$ cat config.mk
export PLATFORM = sky130hd
export DESIGN_NAME = passive_serial_fpga_configurator_flat
export DESIGN_NICKNAME = d
export VERILOG_FILES = /design/src/hdl/psfc_pkg.sv /design/src/hdl/psfc_ifs.sv /design/src/hdl/passive_serial_fpga_configurator.sv /design/src/hdl/psfc_ctrl.sv /design/src/flat_wrapper.sv
export VERILOG_INCLUDE_DIRS = /design/src /design/src/hdl
export SDC_FILE = /design/constraint.sdc
export NUM_CORES = 1
export LEC_CHECK = 0
export ABC_AREA = 1
export BUFFER_PORTS_ARGS = -buffer_cell sky130_fd_sc_hd__buf_4
export CAP_MARGIN = 20
export CORE_ASPECT_RATIO = 0.5
export CORE_MARGIN = 2
export CORE_UTILIZATION = 29
export DETAILED_ROUTE_END_ITERATION = 7
export GPL_TIMING_DRIVEN = 0
export HOLD_SLACK_MARGIN = 0.03
export PLACE_DENSITY_LB_ADDON = 0.12
export SLEW_MARGIN = 40
export SYNTH_ARGS = -nofsm -noshare
export SYNTH_HDL_FRONTEND = slang
export SYNTH_HIERARCHICAL = 1
export SYNTH_SLANG_ARGS = --single-unit
export TNS_END_PERCENT = 10
$ cat constraint.sdc
create_clock -name clk -period 7.75 [get_ports clk]
set_input_delay 1.55 -clock clk [delete_from_list [all_inputs] [get_ports clk]]
set_output_delay 1.55 -clock clk [all_outputs]
set_load 0.03 [all_outputs]
$ cat src/hdl/passive_serial_fpga_configurator_macros.svh
// ---------------------------------------------------------------------------
// passive serial configurator assertion macros
// shared concurrent assertion forms, clocked on clk, off during rst
// ---------------------------------------------------------------------------
`ifndef PASSIVE_SERIAL_FPGA_CONFIGURATOR_MACROS_SVH
`define PASSIVE_SERIAL_FPGA_CONFIGURATOR_MACROS_SVH

// same-cycle implication
`define PSFC_ASSERT_SAME(label, clk, rst, ante, cons) \
  label: assert property (@(posedge clk) disable iff (rst) (ante) |-> (cons)) \
    else $error("psfc assertion failed");

// next-cycle implication
`define PSFC_ASSERT_NEXT(label, clk, rst, ante, cons) \
  label: assert property (@(posedge clk) disable iff (rst) (ante) |=> (cons)) \
    else $error("psfc assertion failed");

`endif

$ cat src/hdl/psfc_pkg.sv
// ---------------------------------------------------------------------------
// psfc_pkg
// types and codes shared by the passive serial configurator files
// ---------------------------------------------------------------------------
package psfc_pkg;

  localparam int CFG_W      = 16;
  localparam int APB_DATA_W = 32;
  localparam int APB_ADDR_W = 3;
  localparam int REG_IDX_W  = APB_ADDR_W - 2;

  localparam logic [CFG_W-1:0] RESET_WAIT_DEFAULT = 16'd10;

  typedef enum logic [REG_IDX_W-1:0] {
    REG_RESET_WAIT = 1'b0
  } reg_idx_t;

  typedef enum logic [1:0] {
    ACT_START = 2'd0,
    ACT_TICK  = 2'd1,
    ACT_BYTE  = 2'd2,
    ACT_NOP   = 2'd3
  } action_t;

  typedef enum logic [2:0] {
    PH_IDLE     = 3'd0,
    PH_RESET    = 3'd1,
    PH_WAITLOW  = 3'd2,
    PH_WAITSTAT = 3'd3,
    PH_SHIFT    = 3'd4,
    PH_DONE     = 3'd5
  } phase_t;

  typedef enum logic [1:0] {
    OUT_PENDING = 2'd0,
    OUT_SUCCESS = 2'd1,
    OUT_FAILURE = 2'd2
  } outcome_t;

  typedef struct packed {
    logic [1:0] action;
    logic       skip_request;
    logic       status_pin;
    logic       cfg_done_pin;
    logic [7:0] data_byte;
    logic       final_byte;
  } cmd_t;

  // what the sequencer leaves for the result stage on one transaction
  typedef struct packed {
    logic       pulses;       // byte shifted: eight pulse results
    logic [7:0] data_byte;
    logic       pre_ncfg;
    outcome_t   pre_outcome;
    logic       post_ncfg;
    phase_t     post_phase;
    outcome_t   post_outcome;
    logic       post_data;
  } run_t;

endpackage

$ cat src/hdl/psfc_ifs.sv
// ---------------------------------------------------------------------------
// psfc channel interfaces
// valid/ready channels for command items and result items
// ---------------------------------------------------------------------------
interface psfc_cmd_if;
  logic       valid;
  logic       ready;
  logic [1:0] action;
  logic       skip_request;
  logic       status_pin;
  logic       cfg_done_pin;
  logic [7:0] data_byte;
  logic       final_byte;

  modport source (output valid, action, skip_request, status_pin, cfg_done_pin,
                  data_byte, final_byte, input ready);
  modport sink (input valid, action, skip_request, status_pin, cfg_done_pin,
                data_byte, final_byte, output ready);
endinterface

interface psfc_res_if;
  logic       valid;
  logic       ready;
  logic       ncfg_level;
  logic       clock_pulse;
  logic       data_bit;
  logic [2:0] phase;
  logic [1:0] outcome;
  logic       pins_released;
  logic       last_of_run;

  modport source (output valid, ncfg_level, clock_pulse, data_bit, phase, outcome,
                  pins_released, last_of_run, input ready);
  modport sink (input valid, ncfg_level, clock_pulse, data_bit, phase, outcome,
                pins_released, last_of_run, output ready);
endinterface

$ cat src/hdl/passive_serial_fpga_configurator.sv
// ---------------------------------------------------------------------------
// passive_serial_fpga_configurator
// passive serial configuration sequencer with one result stage
// ---------------------------------------------------------------------------
//
//  channel  | role   | per transaction
//  ---------+--------+----------------------------------------------------
//  cmd      | sink   | start, tick with pin samples, data byte, or no-op
//  res      | source | one status result, or eight DCLK pulse results
//  apb      | slave  | reset_wait_ticks at byte address 0
//
//  a command is decoded and the sequencer state updated in the cycle it is
//  accepted; its results sit in the result register from the next cycle on.
//  a shifted byte holds the result register for eight transactions, and
//  every other command holds it for one transaction.
//  cmd is ready while the result register is empty or its last result leaves.
//  synchronous reset: phase idle, nCONFIG released high, outcome pending.
//
module passive_serial_fpga_configurator #(
  parameter int WAIT_COUNT_BITS = 16
) (
  input  logic                                clk,
  input  logic                                rst,
  input  logic                                psel,
  input  logic                                penable,
  input  logic                                pwrite,
  input  logic [psfc_pkg::APB_ADDR_W-1:0]     paddr,
  input  logic [psfc_pkg::APB_DATA_W-1:0]     pwdata,
  output logic [psfc_pkg::APB_DATA_W-1:0]     prdata,
  output logic                                pready,
  psfc_cmd_if.sink                            cmd,
  psfc_res_if.source                          res
);
  import psfc_pkg::*;

  // config register
  logic [CFG_W-1:0] reset_wait_ticks;
  logic             cfg_write;
  reg_idx_t         reg_idx;

  // sequencer hookup
  cmd_t   cmd_item;
  run_t   run_next;
  phase_t seq_phase;
  logic   cmd_accept;

  // result stage
  logic       res_valid;
  logic [2:0] res_idx;
  run_t       run;
  logic       res_last;
  phase_t     res_phase;

  // apb: single register, no wait states
  assign pready    = 1'b1;
  assign reg_idx   = reg_idx_t'(paddr[APB_ADDR_W-1:2]);
  assign cfg_write = psel && penable && pwrite;

  always_ff @(posedge clk) begin
    if (rst) begin
      reset_wait_ticks <= RESET_WAIT_DEFAULT;
    end else if (cfg_write && reg_idx == REG_RESET_WAIT) begin
      reset_wait_ticks <= pwdata[CFG_W-1:0];
    end
  end

  always_comb begin
    prdata = '0;
    case (reg_idx)
      REG_RESET_WAIT: prdata = APB_DATA_W'(reset_wait_ticks);
      default:        prdata = '0;
    endcase
  end

  // command side
  assign cmd_item.action        = cmd.action;
  assign cmd_item.skip_request  = cmd.skip_request;
  assign cmd_item.status_pin    = cmd.status_pin;
  assign cmd_item.cfg_done_pin  = cmd.cfg_done_pin;
  assign cmd_item.data_byte     = cmd.data_byte;
  assign cmd_item.final_byte    = cmd.final_byte;

  // take a new command once the pending run is on its way out
  assign cmd.ready  = !res_valid || (res.ready && res_last);
  assign cmd_accept = cmd.valid && cmd.ready;

  psfc_ctrl #(
    .WAIT_COUNT_BITS(WAIT_COUNT_BITS)
  ) u_ctrl (
    .clk        (clk),
    .rst        (rst),
    .accept     (cmd_accept),
    .cmd        (cmd_item),
    .reset_wait (reset_wait_ticks),
    .run        (run_next),
    .phase      (seq_phase)
  );

  // result register: one run, walked by res_idx for a shifted byte
  always_ff @(posedge clk) begin
    if (rst) begin
      res_valid <= 1'b0;
      res_idx   <= '0;
    end else if (cmd_accept) begin
      res_valid <= 1'b1;
      res_idx   <= '0;
    end else if (res_valid && res.ready) begin
      if (res_last) begin
        res_valid <= 1'b0;
      end else begin
        res_idx <= res_idx + 3'd1;
      end
    end
  end

  // payload carries no reset
  always_ff @(posedge clk) begin
    if (cmd_accept) begin
      run <= run_next;
    end
  end

  // the eighth pulse carries the state after the byte, earlier ones the shift state
  assign res_last  = !run.pulses || (res_idx == 3'd7);
  assign res_phase = res_last ? run.post_phase : PH_SHIFT;

  assign res.valid         = res_valid;
  assign res.ncfg_level    = res_last ? run.post_ncfg : run.pre_ncfg;
  assign res.clock_pulse   = run.pulses;
  assign res.data_bit      = run.pulses ? run.data_byte[res_idx] : run.post_data;
  assign res.phase         = res_phase;
  assign res.outcome       = res_last ? run.post_outcome : run.pre_outcome;
  assign res.pins_released = (res_phase == PH_IDLE) || (res_phase == PH_DONE);
  assign res.last_of_run   = res_last;

  // checks
  `include "passive_serial_fpga_configurator_macros.svh"

  `PSFC_ASSERT_SAME(a_no_accept_mid_run, clk, rst, res_valid && !res_last, !cmd_accept)
  `PSFC_ASSERT_SAME(a_mid_pulse_shifting, clk, rst, res_valid && !res_last, res_phase == PH_SHIFT && run.pulses)
  `PSFC_ASSERT_NEXT(a_byte_gives_pulse, clk, rst, cmd_accept && cmd.action == ACT_BYTE && seq_phase == PH_SHIFT, res_valid && run.pulses && res_idx == 3'd0)
  `PSFC_ASSERT_NEXT(a_stall_holds_index, clk, rst, res_valid && !res.ready && !cmd_accept, $stable(res_idx) && res_valid)

endmodule

$ cat src/hdl/psfc_ctrl.sv
// ---------------------------------------------------------------------------
// psfc_ctrl
// configuration sequencer state, advanced once per accepted command
// ---------------------------------------------------------------------------
module psfc_ctrl #(
  parameter int WAIT_COUNT_BITS = 16
) (
  input  logic                        clk,
  input  logic                        rst,
  input  logic                        accept,
  input  psfc_pkg::cmd_t              cmd,
  input  logic [psfc_pkg::CFG_W-1:0]  reset_wait,
  output psfc_pkg::run_t              run,
  output psfc_pkg::phase_t            phase
);
  import psfc_pkg::*;

  logic [WAIT_COUNT_BITS-1:0] wait_counter, wait_counter_next, wait_load, wait_dec;
  logic     any_byte_sent, any_byte_sent_next;
  logic     ncfg, ncfg_next;
  logic     data_level, data_level_next;
  outcome_t outcome, outcome_next;
  phase_t   phase_next;
  logic     pulses;

  assign wait_load = WAIT_COUNT_BITS'(reset_wait);
  assign wait_dec  = (wait_counter != '0) ? wait_counter - WAIT_COUNT_BITS'(1)
                                          : wait_counter;

  always_comb begin
    phase_next         = phase;
    wait_counter_next  = wait_counter;
    any_byte_sent_next = any_byte_sent;
    ncfg_next          = ncfg;
    data_level_next    = data_level;
    outcome_next       = outcome;
    pulses             = 1'b0;
    case (cmd.action)
      ACT_START: begin
        any_byte_sent_next = 1'b0;
        if (cmd.skip_request) begin
          outcome_next = OUT_SUCCESS;
          phase_next   = PH_DONE;
          ncfg_next    = 1'b1;
        end else begin
          outcome_next      = OUT_PENDING;
          ncfg_next         = 1'b0;
          wait_counter_next = wait_load;
          phase_next        = (wait_load == '0) ? PH_WAITLOW : PH_RESET;
        end
      end
      ACT_TICK: begin
        case (phase)
          PH_RESET: begin
            wait_counter_next = wait_dec;
            if (wait_dec == '0) phase_next = PH_WAITLOW;
          end
          PH_WAITLOW: begin
            if (!cmd.status_pin || !cmd.cfg_done_pin) begin
              ncfg_next  = 1'b1;
              phase_next = PH_WAITSTAT;
            end
          end
          PH_WAITSTAT: begin
            if (cmd.status_pin) phase_next = PH_SHIFT;
          end
          PH_SHIFT: begin
            if (cmd.cfg_done_pin && any_byte_sent) begin
              outcome_next = OUT_SUCCESS;
              phase_next   = PH_DONE;
              ncfg_next    = 1'b1;
            end
          end
          default: ;
        endcase
      end
      ACT_BYTE: begin
        if (phase == PH_SHIFT) begin
          pulses             = 1'b1;
          data_level_next    = cmd.data_byte[7];
          any_byte_sent_next = 1'b1;
          if (cmd.cfg_done_pin) begin
            outcome_next = OUT_SUCCESS;
            phase_next   = PH_DONE;
            ncfg_next    = 1'b1;
          end else if (cmd.final_byte) begin
            outcome_next = OUT_FAILURE;
            phase_next   = PH_DONE;
            ncfg_next    = 1'b1;
          end
        end
      end
      default: ;
    endcase
  end

  always_comb begin
    run.pulses       = pulses;
    run.data_byte    = cmd.data_byte;
    run.pre_ncfg     = ncfg;
    run.pre_outcome  = outcome;
    run.post_ncfg    = ncfg_next;
    run.post_phase   = phase_next;
    run.post_outcome = outcome_next;
    run.post_data    = data_level_next;
  end

  always_ff @(posedge clk) begin
    if (rst) begin
      phase         <= PH_IDLE;
      wait_counter  <= '0;
      any_byte_sent <= 1'b0;
      ncfg          <= 1'b1;
      data_level    <= 1'b0;
      outcome       <= OUT_PENDING;
    end else if (accept) begin
      phase         <= phase_next;
      wait_counter  <= wait_counter_next;
      any_byte_sent <= any_byte_sent_next;
      ncfg          <= ncfg_next;
      data_level    <= data_level_next;
      outcome       <= outcome_next;
    end
  end

endmodule
$ cat src/flat_wrapper.sv
// flat-port wrapper written by rule: the top's interface ports become plain ports
module passive_serial_fpga_configurator_flat import psfc_pkg::*;
#(
  parameter int WAIT_COUNT_BITS = 16
)
  (clk, rst, psel, penable, pwrite, paddr, pwdata, prdata, pready, cmd_valid, cmd_action, cmd_skip_request, cmd_status_pin, cmd_cfg_done_pin, cmd_data_byte, cmd_final_byte, cmd_ready, res_valid, res_ncfg_level, res_clock_pulse, res_data_bit, res_phase, res_outcome, res_pins_released, res_last_of_run, res_ready);
  psfc_cmd_if cmd_i ();
  psfc_res_if res_i ();
  input  logic clk;
  input  logic rst;
  input  logic psel;
  input  logic penable;
  input  logic pwrite;
  input  logic [psfc_pkg::APB_ADDR_W-1:0] paddr;
  input  logic [psfc_pkg::APB_DATA_W-1:0] pwdata;
  output logic [psfc_pkg::APB_DATA_W-1:0] prdata;
  output logic pready;
  input wire logic [$bits(cmd_i.valid)-1:0] cmd_valid;
  input wire logic [$bits(cmd_i.action)-1:0] cmd_action;
  input wire logic [$bits(cmd_i.skip_request)-1:0] cmd_skip_request;
  input wire logic [$bits(cmd_i.status_pin)-1:0] cmd_status_pin;
  input wire logic [$bits(cmd_i.cfg_done_pin)-1:0] cmd_cfg_done_pin;
  input wire logic [$bits(cmd_i.data_byte)-1:0] cmd_data_byte;
  input wire logic [$bits(cmd_i.final_byte)-1:0] cmd_final_byte;
  output wire logic [$bits(cmd_i.ready)-1:0] cmd_ready;
  output wire logic [$bits(res_i.valid)-1:0] res_valid;
  output wire logic [$bits(res_i.ncfg_level)-1:0] res_ncfg_level;
  output wire logic [$bits(res_i.clock_pulse)-1:0] res_clock_pulse;
  output wire logic [$bits(res_i.data_bit)-1:0] res_data_bit;
  output wire logic [$bits(res_i.phase)-1:0] res_phase;
  output wire logic [$bits(res_i.outcome)-1:0] res_outcome;
  output wire logic [$bits(res_i.pins_released)-1:0] res_pins_released;
  output wire logic [$bits(res_i.last_of_run)-1:0] res_last_of_run;
  input wire logic [$bits(res_i.ready)-1:0] res_ready;
  assign cmd_i.valid = cmd_valid;
  assign cmd_i.action = cmd_action;
  assign cmd_i.skip_request = cmd_skip_request;
  assign cmd_i.status_pin = cmd_status_pin;
  assign cmd_i.cfg_done_pin = cmd_cfg_done_pin;
  assign cmd_i.data_byte = cmd_data_byte;
  assign cmd_i.final_byte = cmd_final_byte;
  assign cmd_ready = cmd_i.ready;
  assign res_valid = res_i.valid;
  assign res_ncfg_level = res_i.ncfg_level;
  assign res_clock_pulse = res_i.clock_pulse;
  assign res_data_bit = res_i.data_bit;
  assign res_phase = res_i.phase;
  assign res_outcome = res_i.outcome;
  assign res_pins_released = res_i.pins_released;
  assign res_last_of_run = res_i.last_of_run;
  assign res_i.ready = res_ready;
  passive_serial_fpga_configurator #(.WAIT_COUNT_BITS(WAIT_COUNT_BITS)) u_core (.clk(clk), .rst(rst), .psel(psel), .penable(penable), .pwrite(pwrite), .paddr(paddr), .pwdata(pwdata), .prdata(prdata), .pready(pready), .cmd(cmd_i), .res(res_i));
endmodule
==> results.txt, run 1 <==
The run finished with clean final reports. The final instance count without filler cells is 806. The setup-violating endpoint count in the final report is 0. The post-synthesis instance total is 543.

The critical path is of the primary input to output pin type. The number of vias after detailed routing came out at 3579. The async set-or-reset flop fraction in the synthesized netlist came out at 0%. The number of nets in the layout is 684. The total setup buffers inserted after CTS is 0. The top cell types in the final layout, fill and taps aside, are sky130_fd_sc_hd__nand2_1 (111), sky130_fd_sc_hd__buf_4 (87), sky130_fd_sc_hd__inv_1 (77). Summed over all nets, the half-perimeter wirelength after detailed placement is slightly above 8000 um. The worst hold path belongs to the class flip-flop to flip-flop. STA classifies the critical path startpoint as a primary input. STA classifies the critical path endpoint as an output pin.

The clock passes through at most 2 buffers. The wire length of the first global-routing pass is 17400 um. The number of levels in the clock H-tree is 3.

The worst vdd rail ir drop came out at 0.0944 mV. The mean instance size in the synthesized netlist is around 7.4 um^2. The via count of the first global-routing pass came to 3458. The top-area cell type share of the netlist area is 22.0%. Of all nets on the critical path, the largest fanout is 10. The post-cts resize count came out at 0. The effective utilization at floorplan is about 30%. The number of rows created at floorplan is 30. The fraction of final layout cells sized beyond drive strength 1 came out at 27.3%.

The growth of design area from synthesis to finish came out at 25.0%. Counting flops with a built-in enable in the synthesized netlist gives 19. The dominant register cell in the synthesized netlist is sky130_fd_sc_hd__dfxtp_1.

After detailed routing, the average wire length per cell comes to 13.1 um. The number of buffers added by the clock tree synthesis step came out at 9. In this run the clock root is driven by a sky130_fd_sc_hd__clkbuf_16. After clock tree synthesis, the clock-pin slew on the worst setup and hold paths is around 50 ps.

The initial antenna violation count came out at 0. The maximum number of pins on one net before global-route repair came out at 22. The per-cell via count in the routed design came out at 4.44. The summed instance area of the synthesized netlist is 4000 um^2.

By area the synthesized netlist is led by sky130_fd_sc_hd__dfxtp_1 (22%), sky130_fd_sc_hd__edfxtp_1 (14%), sky130_fd_sc_hd__nand2_1 (10%), sky130_fd_sc_hd__inv_1 (7.3%), sky130_fd_sc_hd__buf_4 (5.8%). The flop and latch count out of synthesis came out at 63. Total power for the finished layout comes to 1.06 mW. The total congestion overflow is 0.

The iteration count of the initial detailed-routing pass is 4. The number of warnings reported in the yosys synthesis log came out at 6. The horizontal extent of the die is 170 um.

The CTS sink count came out at 63. The count of pins over their slew limit was 0. 0 antenna diodes ended up in the layout. Leaving out fill and tap cells, the most frequent cell in the layout is sky130_fd_sc_hd__nand2_1. The distinct cell type count after synthesis came out at 39. The required arrival time at the worst endpoint is 6200 ps.

The portion of the post-synthesis area used by sequential elements is 36.3%. Buffers inserted to repair hold after CTS numbered 0. The area of the die came out at 14800 um^2. The clock period minus worst slack came out at 3760 ps. The remaining routing DRC violations is 0. The cell count after placement is 790.

The global routing usage summed across all routing layers is between 15 and 20%. The final weighted congestion of routability-driven global placement is slightly above 0.8. The synthesized design spends more area on one cell type than any other, namely sky130_fd_sc_hd__dfxtp_1. Clock latency on the worst-skew pair, taken at its later pin, is approximately 330 ps. TritonCTS built the clock tree. The chip height came out at 87.0 um.

The core area is ~14000 um^2. The final worst-path cycle share is 48.5%. The accumulated negative setup slack came out at 0 ps. The leakage power of the design came out at 2.32 nW. The number of design-rule violations left by the first detailed-router iteration is roughly 160.

The utilization after layout came out at 37.0%. The maximum operating frequency came out at ~0.27 GHz. The total of max-cap violations is 0.

The residual antenna-violating net count after detailed routing came out at 0. The routed wire length is about 11000 um. The clock tree skew after final layout came out at 4.94 ps. In this run the tightest slew margin relative to its limit is 49.7%. The final number of hold-violating endpoints came out at 0. The layout filler cell count came out at 1463. The number of primary I/O pins came out at 101. For the pin with the worst max-slew slack, the measured transition is roughly 750 ps. Setup repair after global routing left no endpoint under its margin. For the worst setup path, the data arrival time is roughly 2200 ps. The count of port buffers added during placement is 56. Power spread over the standard cell area amounts to 212 nW/um^2.
## stage by stage
stage / cell area (um^2) / setup WS [ps] / hold slack, ps
after floorplan: 4050 / 3940 / 424
after global placement: 4690 / 3730 / 440
after detailed placement: 4690 / 3660 / 452
after CTS: 4990 / 3990 / 460
after global routing: 4990 / 3950 / 478
final: 4990 / 3990 / 462
## final timing paths
check                                              from                                           to  slack, ps  cells after the start
setup / recovery                               paddr[2]                                   prdata[10]       3990                      4
hold reg to reg   u_core/u_ctrl/data_level$_SDFFE_PP0P_        u_core/u_ctrl/data_level$_SDFFE_PP0P_        460                      2
hold / removal    u_core/u_ctrl/data_level$_SDFFE_PP0P_        u_core/u_ctrl/data_level$_SDFFE_PP0P_        460                      2
setup reg to reg         u_core/res_idx[0]$_SDFFE_PP0P_  u_core/u_ctrl/wait_counter[13]$_SDFFE_PP0P_       4500                     12
## registers in the layout (all words and copies together) (netlist names)
name / flops
u_core/u_ctrl/outcome: 2
u_core/u_ctrl/ncfg: 1
u_core/res.valid: 1
u_core/res_idx: 3
u_core/u_ctrl/phase: 3
u_core/u_ctrl/any_byte_sent: 1
u_core/run: 18
u_core/reset_wait_ticks: 16
u_core/u_ctrl/wait_counter: 16
u_core/res.clock_pulse: 1
u_core/u_ctrl/data_level: 1
## worst max-delay path: stages
cell                     delay [ps]
sky130_fd_sc_hd__buf_6          120
sky130_fd_sc_hd__buf_2          190
sky130_fd_sc_hd__nor2_1         160
sky130_fd_sc_hd__buf_4          180
## Yosys cell counts (all sizes together) (2+ instances only)
| master | count |
|---|---|
| edfxtp | 19 |
| a221oi | 14 |
| conb | 2 |
| buf | 40 |
| clkbuf | 6 |
| inv | 84 |
| nand2 | 119 |
| xor2 | 4 |
| clkinv | 2 |
| nand3 | 41 |
| nor2 | 61 |
| a211oi | 2 |
| o211ai | 4 |
| nor3 | 6 |
| o21ai | 33 |
| ha | 3 |
| a21oi | 48 |
| dfxtp | 44 |
| nor4 | 5 |
| nand4 | 3 |
| or2 | 2 |
## power by group
| part | internal [mW] | switching, mW |
|---|---|---|
| Clock | 0.266 | 0.148 |
| Combinational | 0.0971 | 0.176 |
| Sequential | 0.361 | 0.0131 |
## layer usage
layer	share of wire, %	global-route usage (%)	up-vias
met4	0.78	4.35	0
met2	45	24.9	69
li1	-	-	1885
met1	50	20.0	1619
met5	0	0	-
met3	4.3	3.36	6
## logic make-up after synthesis
group,after synthesis,synth area share (%)
AO/OA/AOI/OAI,102,16.6
XOR/XNOR,4,0.877
adder cells (fa/ha/maj),3,0.940
buffers and inverters,132,16.4
flip-flops,63,36.3
other,2,0.188
AND/OR/NAND/NOR,237,28.7
## layout make-up
class | count | area [um^2] | area share (%)
tap | 176 | 220 | 4.41
buffer | 46 | 327 | 6.54
sequential | 63 | 1450 | 29.1
inverter | 86 | 328 | 6.56
clock buffer | 13 | 260 | 5.21
clock inverter | 3 | 42.5 | 0.852
multi-input combinational | 363 | 1950 | 39.0
timing repair buffer | 56 | 420 | 8.42
(Power assumes the default switching activity.)
==> inputs of run 2 (changes only) <==
==> constraint.sdc (replaced) <==
create_clock -name clk -period 3 [get_ports clk]
set_input_delay 0.6 -clock clk [delete_from_list [all_inputs] [get_ports clk]]
set_output_delay 0.6 -clock clk [all_outputs]
set_load 0.03 [all_outputs]
==> run 2 against run 1 <==
  * Non-clock buffer count grew 2
  * Routed wire length grew 0.15%
  * Clock power grew to 2.6 times the previous value
  * Die area is the same
  * Via count grew 0.64%
  * Register-to-register slack lost 4100 ps
  * Sequential power grew to 2.6 times the previous value
  * Cell count grew 0.37%
  * Count of clock-buffer cells in the layout is the same
  * Largest power group unchanged
==> results.txt, run 2 (same netlist as run 1, synthesis figures left out) <==
The setup slack on the worst flop-to-flop path came out at 450 ps. The top cell types in the final layout, fill and taps aside, are sky130_fd_sc_hd__nand2_1 (111), sky130_fd_sc_hd__buf_4 (89), sky130_fd_sc_hd__inv_1 (77). The data arrival time of the critical path is 2740 ps. The path length in cells of the critical path came out at 12. Using the TritonRoute via totals, the vias-per-cell ratio works out to around 4.5. The tree is rooted in a sky130_fd_sc_hd__clkbuf_16.

The cell area after layout is 5020 um^2. The setup-violating endpoint count in the final report came out at 0. Excluding fillers, the count of instances in the completed layout stands at 809. The area growth from synthesis to layout is 25.6%. The final weighted congestion of routability-driven global placement is 0.810. The core area came out at 13500 um^2. The first global-routing pass estimated 17500 um of wire.

For the finished layout, the period the worst path requires is 2550 ps. The accumulated negative setup slack came out at 0 ps. After the first detailed-routing iteration, the DRC count stood at between 100 and 150. The number of buffers added by the clock tree synthesis step is 9. The maximum number of pins on one net before global-route repair came out at 12.

By startpoint and endpoint, the worst setup path is classified as flip-flop to flip-flop. The family with the most delay on the worst path is compound AO/OA/AOI/OAI gates. Global routing consumed, over all layers together, 15.1% of the routing resources.

The count of buffer and inverter cells on the critical path came out at 3. The commonest non-fill, non-tap cell in the layout is sky130_fd_sc_hd__nand2_1. The sort of element at the start of the critical path is a flip-flop. The count of port buffers added during placement came out at 56. The placed wire-length estimate after detailed placement came out at 8200 um. The worst setup path is captured at a flip-flop. The top fanout value on the critical path is 10.

Clock-pin slew was measured on the worst setup and hold paths at 60 ps. The number of cells on the worst reg-to-reg path is 12. The die covers 14800 um^2. Setup repair after global routing left no endpoint under its margin. The total of max-cap violations is 0.

The average routed wire per standard cell is 13.1 um. The residual antenna-violating net count after detailed routing came out at 0. The repair_antennas step left the layout with diodes totalling 0.

The number of flip-flops in the largest register is 18. The analysis attributes to cell leakage a power of roughly 2.3 nW. The iteration count of the initial detailed-routing pass is 4. The areal power density over the cells is 547 nW/um^2. The design draws 2.74 mW. IR analysis of the VDD net gives a maximum drop of 0.243 mV. The CTS sink count came out at between 60 and 70.

The count of pins over their slew limit is 0. The number of nets in the layout came out at around 690. On the critical path, the stage with the largest delay is an instance of sky130_fd_sc_hd__dfxtp_1.

The via count of the first global-routing pass is 3452. The worst hold path cell count came out at 1. Summed over all layers, the global routing overflow is 0.

The class of the most critical hold timing path is primary input to flip-flop. The number of rows created at floorplan came out at 30. The horizontal extent of the die came out at approximately 170 um. For the pin with the worst max-slew slack, the measured transition is 560 ps. The relative slew slack is 62.7%. The effective utilization at floorplan is 29.6%. Static timing analysis puts the maximum clock frequency at 0.392 GHz. The required arrival time at the worst endpoint came out at 3180 ps. Traced cell by cell, the critical path runs through ha_1 > ha_1 > nor2_4 > o21ai_2 > nand2_4 > clkinvlp_4 > inv_1 > nor3_1 > o21ai_2 > buf_4 > a21oi_1 > a221oi_1. The clock insertion delay at the later pin of the skew report is 330 ps. The initial antenna violation count was 0. Summing all placed instances gives a cell area of between 4000 and 5000 um^2. Of the cells placed in the final design, the portion with a size suffix greater than 1 is 27.8%. The largest registers in the layout are u_core/run (18), u_core/reset_wait_ticks (16), u_core/u_ctrl/wait_counter (16). The cell count after placement came out at 790. The clock tree skew after final layout is 5.13 ps. For this run, design rule violations remaining after detail routing come to 0. The final worst-path cycle share is 85.1%.

The number of levels in the clock H-tree is 3. The number of buffers on the longest clock path is 2. The flow ran to the end, and the final reports show no timing, DRC or antenna violations. The register with the most flip-flops is u_core/run. The final layout contains routed wiring with a total length of roughly 11000 um.

The largest single stage delay on the critical path is 450 ps. Detailed routing inserted a total of around 3600 vias. between 100 and 150 I/O pins were placed.

The final number of hold-violating endpoints is 0. The TritonCTS clock tree is yes. The chip height came out at ~87 um.
-- run 2: cell count changes in the layout (fill, tap and decap cells not counted) --
| cell | delta |
|---|---|
| sky130_fd_sc_hd__clkinvlp_2 | +1 |
| sky130_fd_sc_hd__clkinvlp_4 | +1 |
| sky130_fd_sc_hd__clkinv_1 | -1 |
| sky130_fd_sc_hd__buf_4 | +2 |
-- run 2: power by group --
part           internal (mW)  switching (mW)  leakage (nW)
registers              0.932          0.0339         0.544
logic                  0.254           0.457          1.64
clock network          0.687           0.381         0.146
-- run 2: stage by stage --
stage          utilization [%]  hold slack [ps]  worst slack (ps)
3_5_place_dp              34.7              452              -329
4_1_cts                   37.0              428               187
5_1_grt                   37.1              426               184
6_report                  37.1              441               446
3_3_place_gp              34.7              440              -272
2_1_floorplan                -              424               187
-- run 2: final timing paths --
| check | start | endpoint |
|---|---|---|
| setup reg to reg | u_core/res_idx[0]$_SDFFE_PP0P_ | u_core/u_ctrl/wait_counter[13]$_SDFFE_PP0P_ |
| hold reg to reg | u_core/u_ctrl/data_level$_SDFFE_PP0P_ | u_core/u_ctrl/data_level$_SDFFE_PP0P_ |
| hold / removal | cmd_data_byte[3] | u_core/run[13]$_DFFE_PP_ |
| setup / recovery | u_core/res_idx[0]$_SDFFE_PP0P_ | u_core/u_ctrl/wait_counter[13]$_SDFFE_PP0P_ |
-- run 2: repair_timing --
| action | 4_1_cts | 5_1_grt |
|---|---|---|
| endpoints found under the setup margin | 16 | 4 |
| gates cloned | 1 | 0 |
| buffers inserted | 0 | 2 |
| gates resized for setup | 1 | 0 |
| hold buffers | 0 | 0 |
| hold endpoints to repair | 0 | 0 |
-- run 2: area by class of cell --
type                    count  area (um^2)
fillers                  1467         8490
multi-input cells         363         1950
flip-flops and latches     63         1450
repair buffers             58          435
inverters                  86          332
plain buffers              46          327
clock buffers              13          260
well taps                 176          220
clock inverters             3         42.5
repair inverters            1         5.00
-- run 2: routing by layer --
metal	part of all wire [%]	wire [um]	global-route usage (%)
met5	0	0	0
met4	1.3	136	4.35
met3	4.2	443	3.36
met1	50	5260	20.2
met2	45	4720	24.8
